[src/hdl/lfc_pkg.sv]
// ----------------------------------------------------------------------------
// lfc_pkg
// Shared types, constants and helpers of the line FIR convolver.
// ----------------------------------------------------------------------------
package lfc_pkg;

    // Fixed field widths
    localparam int COEF_BITS       = 16;
    localparam int TAP_OFFSET_BITS = 4;
    localparam int NUM_COEF        = 7;
    localparam int MAX_LEAD        = 6;
    localparam int LEAD_BITS       = 3;

    // Configuration port
    localparam int APB_DATA_BITS = 32;
    localparam int APB_ADDR_BITS = 5;
    localparam int REG_IDX_BITS  = 3;

    // Register map, by index
    localparam logic [REG_IDX_BITS-1:0] REG_TAP_OFFSET = 3'd0;
    localparam logic [REG_IDX_BITS-1:0] REG_COEF_0     = 3'd1;

    // Reset values
    localparam logic signed [TAP_OFFSET_BITS-1:0] TAP_OFFSET_RESET = -4'sd3;
    localparam int                                COEF_UNITY_TAP   = 3;
    localparam logic signed [COEF_BITS-1:0]       COEF_UNITY       = 16'sd16384;

    typedef enum logic {
        SEQ_IDLE,
        SEQ_FLUSH
    } t_seq_state;

    // Control that travels with one request through the pipeline
    typedef struct packed {
        logic valid;
        logic last;
    } t_emit_ctl;

    // Lead of the window over the output, from the tap offset, clamped to 0..MAX_LEAD
    function automatic logic [LEAD_BITS-1:0] lead_of(
        input logic signed [TAP_OFFSET_BITS-1:0] tap
    );
        logic [LEAD_BITS-1:0] lead;
        if (tap > 0) begin
            lead = '0;
        end else if (tap < -MAX_LEAD) begin
            lead = LEAD_BITS'(MAX_LEAD);
        end else begin
            lead = LEAD_BITS'(-tap);
        end
        return lead;
    endfunction

endpackage

[src/hdl/lfc_window.sv]
// ----------------------------------------------------------------------------
// lfc_window
// Sample window, lead counter and line-end flush sequencer.
// ----------------------------------------------------------------------------
module lfc_window #(
    parameter int NUM_TAPS   = 7,
    parameter int PIXEL_BITS = 16
) (
    input  logic                                        i_clk,
    input  logic                                        i_rst_n,
    input  logic signed [lfc_pkg::TAP_OFFSET_BITS-1:0]  i_tap_offset,
    input  logic                                        i_in_valid,
    output logic                                        o_in_stall,
    input  logic signed [PIXEL_BITS-1:0]                i_pixel_in,
    input  logic                                        i_line_end,
    input  logic                                        i_ready,
    output lfc_pkg::t_emit_ctl                          o_emit,
    output logic signed [PIXEL_BITS-1:0]                o_win [NUM_TAPS]
);

    lfc_pkg::t_seq_state r_state, n_state;

    logic signed [PIXEL_BITS-1:0] r_win [NUM_TAPS];
    logic signed [PIXEL_BITS-1:0] n_win [NUM_TAPS];
    logic [lfc_pkg::LEAD_BITS-1:0] r_lead_cnt, n_lead_cnt;
    logic [lfc_pkg::LEAD_BITS-1:0] r_left, n_left;

    logic signed [PIXEL_BITS-1:0] win_push [NUM_TAPS];
    logic signed [PIXEL_BITS-1:0] win_fz   [NUM_TAPS];
    logic signed [PIXEL_BITS-1:0] win_sil  [NUM_TAPS];

    logic [lfc_pkg::LEAD_BITS-1:0] lead, lc_new, owed, silent;
    logic lc_full, accept;

    assign lead    = lfc_pkg::lead_of(i_tap_offset);
    assign lc_full = (r_lead_cnt >= lead);
    assign lc_new  = lc_full ? r_lead_cnt : r_lead_cnt + 1'b1;
    assign owed    = (lc_new < lead) ? lc_new : lead;
    assign silent  = lead - owed;

    assign o_in_stall = (r_state == lfc_pkg::SEQ_FLUSH) || !i_ready;
    assign accept     = i_in_valid && !o_in_stall;

    // Window shapes: push the new pixel, push a zero, and push the silent zeros
    always_comb begin
        win_push[0] = i_pixel_in;
        win_fz[0]   = '0;
        for (int k = 1; k < NUM_TAPS; k++) begin
            win_push[k] = r_win[k-1];
            win_fz[k]   = r_win[k-1];
        end
        for (int k = 0; k < NUM_TAPS; k++) begin
            win_sil[k] = '0;
            for (int s = 0; s <= lfc_pkg::MAX_LEAD; s++) begin
                if ((int'(silent) == s) && (k >= s)) begin
                    win_sil[k] = win_push[k-s];
                end
            end
        end
    end

    // Next state
    always_comb begin
        n_state = r_state;
        unique case (r_state)
            lfc_pkg::SEQ_IDLE: begin
                if (accept && i_line_end && (owed != '0)) begin
                    n_state = lfc_pkg::SEQ_FLUSH;
                end
            end
            lfc_pkg::SEQ_FLUSH: begin
                if (i_ready && (r_left == lfc_pkg::LEAD_BITS'(1))) begin
                    n_state = lfc_pkg::SEQ_IDLE;
                end
            end
        endcase
    end

    // Outputs
    always_comb begin
        o_emit = '0;
        o_win  = win_push;
        unique case (r_state)
            lfc_pkg::SEQ_IDLE: begin
                o_emit.valid = accept && lc_full;
                o_emit.last  = i_line_end && (owed == '0);
            end
            lfc_pkg::SEQ_FLUSH: begin
                o_win        = win_fz;
                o_emit.valid = i_ready;
                o_emit.last  = (r_left == lfc_pkg::LEAD_BITS'(1));
            end
        endcase
    end

    // Window and counters
    always_comb begin
        n_win      = r_win;
        n_lead_cnt = r_lead_cnt;
        n_left     = r_left;
        unique case (r_state)
            lfc_pkg::SEQ_IDLE: begin
                if (accept) begin
                    if (!i_line_end) begin
                        n_win      = win_push;
                        n_lead_cnt = lc_new;
                    end else if (owed == '0) begin
                        for (int k = 0; k < NUM_TAPS; k++) n_win[k] = '0;
                        n_lead_cnt = '0;
                    end else begin
                        n_win  = win_sil;
                        n_left = owed;
                    end
                end
            end
            lfc_pkg::SEQ_FLUSH: begin
                if (i_ready) begin
                    n_left = r_left - 1'b1;
                    if (r_left == lfc_pkg::LEAD_BITS'(1)) begin
                        for (int k = 0; k < NUM_TAPS; k++) n_win[k] = '0;
                        n_lead_cnt = '0;
                    end else begin
                        n_win = win_fz;
                    end
                end
            end
        endcase
    end

    always_ff @(posedge i_clk) begin
        if (!i_rst_n) begin
            r_state    <= lfc_pkg::SEQ_IDLE;
            r_lead_cnt <= '0;
            r_left     <= '0;
            for (int k = 0; k < NUM_TAPS; k++) r_win[k] <= '0;
        end else begin
            r_state    <= n_state;
            r_lead_cnt <= n_lead_cnt;
            r_left     <= n_left;
            r_win      <= n_win;
        end
    end

endmodule

[config.mk]
export PLATFORM = sky130hd
export DESIGN_NAME = lfc_window
export DESIGN_NICKNAME = d
export VERILOG_FILES = /design/src/hdl/lfc_pkg.sv /design/src/hdl/lfc_window.sv
export SDC_FILE = /design/constraint.sdc
export NUM_CORES = 1
export LEC_CHECK = 0
export BUFFER_PORTS_ARGS = -buffer_cell sky130_fd_sc_hd__buf_2
export CAP_MARGIN = 20
export CORE_MARGIN = 3
export CORE_UTILIZATION = 40
export DETAILED_ROUTE_END_ITERATION = 12
export GPL_ROUTABILITY_DRIVEN = 1
export GPL_TIMING_DRIVEN = 1
export PLACE_DENSITY_LB_ADDON = 0.3
export RECOVER_POWER = 100
export SKIP_CTS_REPAIR_TIMING = 1
export SLEW_MARGIN = 20
export SYNTH_ARGS = -nofsm -noshare
export SYNTH_HDL_FRONTEND = slang
export SYNTH_SLANG_ARGS = --single-unit
[constraint.sdc]
create_clock -name i_clk -period 8.3 [get_ports i_clk]
set_input_delay 1.66 -clock i_clk [delete_from_list [all_inputs] [get_ports i_clk]]
set_output_delay 1.66 -clock i_clk [all_outputs]
set_load 0.01 [all_outputs]
==> results.cfg <==
[floorplanning]
die_area_sq_um = 19000
num_rows = 47
ioPinCount = 140
initial_core_util_pct = 41.3
fp.dieH_um = 138
die_x_um = 138
core-area_sq_um = 16800

[global_routing]
grt_max_degree = 86
grt.met3_usage_pct = 4.38
grtUsageMet2_pct = 38.8
grt_pass1_vias = 6466
grt_remaining_overflow = 0
grt_pass1_wl_um = 37400
grt_util_met1_pct = 35.2
grtUsageTotal_pct = 25.0
antenna_found_initial = 0
busiest_layer = met2

[finish]
fin_cells = 1128
final_cell_mix = clkbuf_1 (120), dfxtp_1 (103), o21ai_0 (90), nor2_1 (63)
drive_gt1_share_pct = 14.5
antennaDiodeCount = 0
final_common_cell = clkbuf_1
nets = 941
syn2layout_area_growth_pct = 14.2

[logic_synthesis]
synth_edf_count = 0
synth_seq_area_share_pct = 29.7
synth_area_sq_um = 6950
async_flop_share_pct = 0
synth_ff_type = dfxtp_1
yosysWarnings = 0
synth_nets = 842
post_synth.cell_area_avg_sq_um = 8.64
ys_ff_latch = 103
synth.distinct_cells = 69
syn_inst = 804

[placement]
dp_hpwl_um = 15400
place_congestion = 0.881
port_buffers = 139
pre_cts_slack_ps = 881
placed_cells = 1112

[detailed_routing]
drt_first_pass_iters = 5
viasPerCell = 6.43
drt_wl_total_um = 24400
drc = 0
drtIter0Drc = 650
vias = 7248
wire_per_inst_um = 21.6
ant_nets = 0

[timing]
setup_violations = 0
maxSlewViolCount = 0
fmax_mhz = 131
relSlewSlack_pct = 25.7
timing.hold.ws_ps = 481
post-route-min-period_ps = 7650
rsz0062_at_grt = no
hold_viol_final = 0
worst_slack_ps = 654
finClkSkew_ps = 8.86
fin_setup_tns_ps = 0
worst_slew_pin_slew_ps = 1120
fin_crit_sh_pct = 92.1

[setup_path]
max_stage_delay_ps = 400
critPathLaunchType = input port
required_ps = 6640
endpoint_kind = output port
crit_type = input port to output port
r2r_cells = 19
crit_arrival_ps = 5990
crit_top_cell = inv_1
cp_cell_sequence = clkbuf_1 -> inv_1 -> ha_1 -> o21bai_1 -> a22o_1 -> inv_1 -> ha_1 -> a21oi_1 -> o21a_1 -> nand2_1 -> xor2_1 -> inv_1 -> ha_1 -> a21oi_1 -> nand2_1 -> o221ai_1 -> inv_1 -> or3_1 -> o21a_1 -> o21ai_0 -> clkbuf_1
crit_slowest_cell = or3_1
cp_max_fo = 7

[clocking]
numCtsBuffers = 9
cts_buffer_depth = 2
cts_tree = done
clk_pin_slew_ps = 70
cts_sinks = 103
htree_levels = 3
insertion_delay_ps = 350
cts-root-buf = clkbuf_16

[hold_path]
hold_depth = 2
worstHoldPathType = register to register

[pwr]
ir_drop_uv = 115
leakage_nw = 3.01
p_per_area_nw_per_um2 = 212
power.total_w = 0.00168

[run]
drv_cap = 0

[status]
status = completed
## cell usage after synthesis, types with 16 or more instances
library cell / number / area (sq um)
o221ai_1: 21 / 184
nor2b_1: 22 / 138
nand2_1: 42 / 158
o21ai_0: 90 / 450
clkbuf_1: 55 / 206
a211oi_1: 16 / 120
a221oi_1: 44 / 385
nor2_1: 64 / 240
a22o_1: 34 / 298
a22oi_1: 17 / 128
mux2i_1: 31 / 310
mux2_2: 47 / 529
a21oi_1: 42 / 210
dfxtp_1: 103 / 2060
## sequential cells by signal, summed over array words and instances (netlist names)
signal,count
r_left,3
r_lead_cnt,3
r_win,96
r_state,1
## critical path, delay by kind of cell
kind | cells | cell delay (ps)
AOI/OAI and AO/OA | 8 | 1930
xor gates and xnor gates | 1 | 180
adders and majority gates | 3 | 850
buffers and inverters | 6 | 740
and+or+nand+nor | 3 | 600
## logic make-up after synthesis
group / share of synthesized area (%)
buffers and inverters: 5.24
DFF: 29.7
muxes: 16.3
adders and majority gates: 2.34
AOI/OAI and AO/OA: 34.1
xor gates and xnor gates: 0.126
and+or+nand+nor: 12.3
## power breakdown
group / internal [W] / total [W] / switching (W) / leakage [nW]
Combinational: 0.000254 / 0.000669 / 0.000415 / 2.03
Clock: 0.000235 / 0.000429 / 0.000194 / 0.138
Sequential: 0.000531 / 0.000585 / 0.0000543 / 0.842
Total: 0.00102 / 0.00168 / 0.000663 / 3.01
## metal layers
layer  vias to the layer above  routed length (um)
li1                       3340                   -
met1                      3507               10700
met2                       359               11200
met3                        42                2050
met4                         0                 428
met5                         -                   0
## worst paths after layout
check | startpoint | endpoint | slack, ps
hold / removal | r_win[19]$_SDFFE_PN0P_ | r_win[19]$_SDFFE_PN0P_ | 480
setup / recovery | i_tap_offset[1] | o_emit[0] | 650
hold reg to reg | r_win[19]$_SDFFE_PN0P_ | r_win[19]$_SDFFE_PN0P_ | 480
setup reg to reg | r_lead_cnt[0]$_SDFFE_PN0P_ | r_win[98]$_SDFFE_PN0P_ | 2390
## through the flow
step                utilization (%)  area (sq um)
global route                   47.2          7940
floorplan                         -          6950
CTS                            48.4          8150
detailed placement             46.7          7860
finish                         47.2          7940
global placement               46.7          7860
## final cells by class
cell class / count / area, sq um
Fill cell: 1727 / 8880
Multi-Input combinational cell: 610 / 4530
Sequential cell: 103 / 2060
Timing Repair Buffer: 163 / 726
Tap cell: 220 / 275
Clock buffer: 13 / 240
Inverter: 16 / 60.1
Clock inverter: 3 / 43.8
No activity file was read; power rests on OpenSTA's default activity.
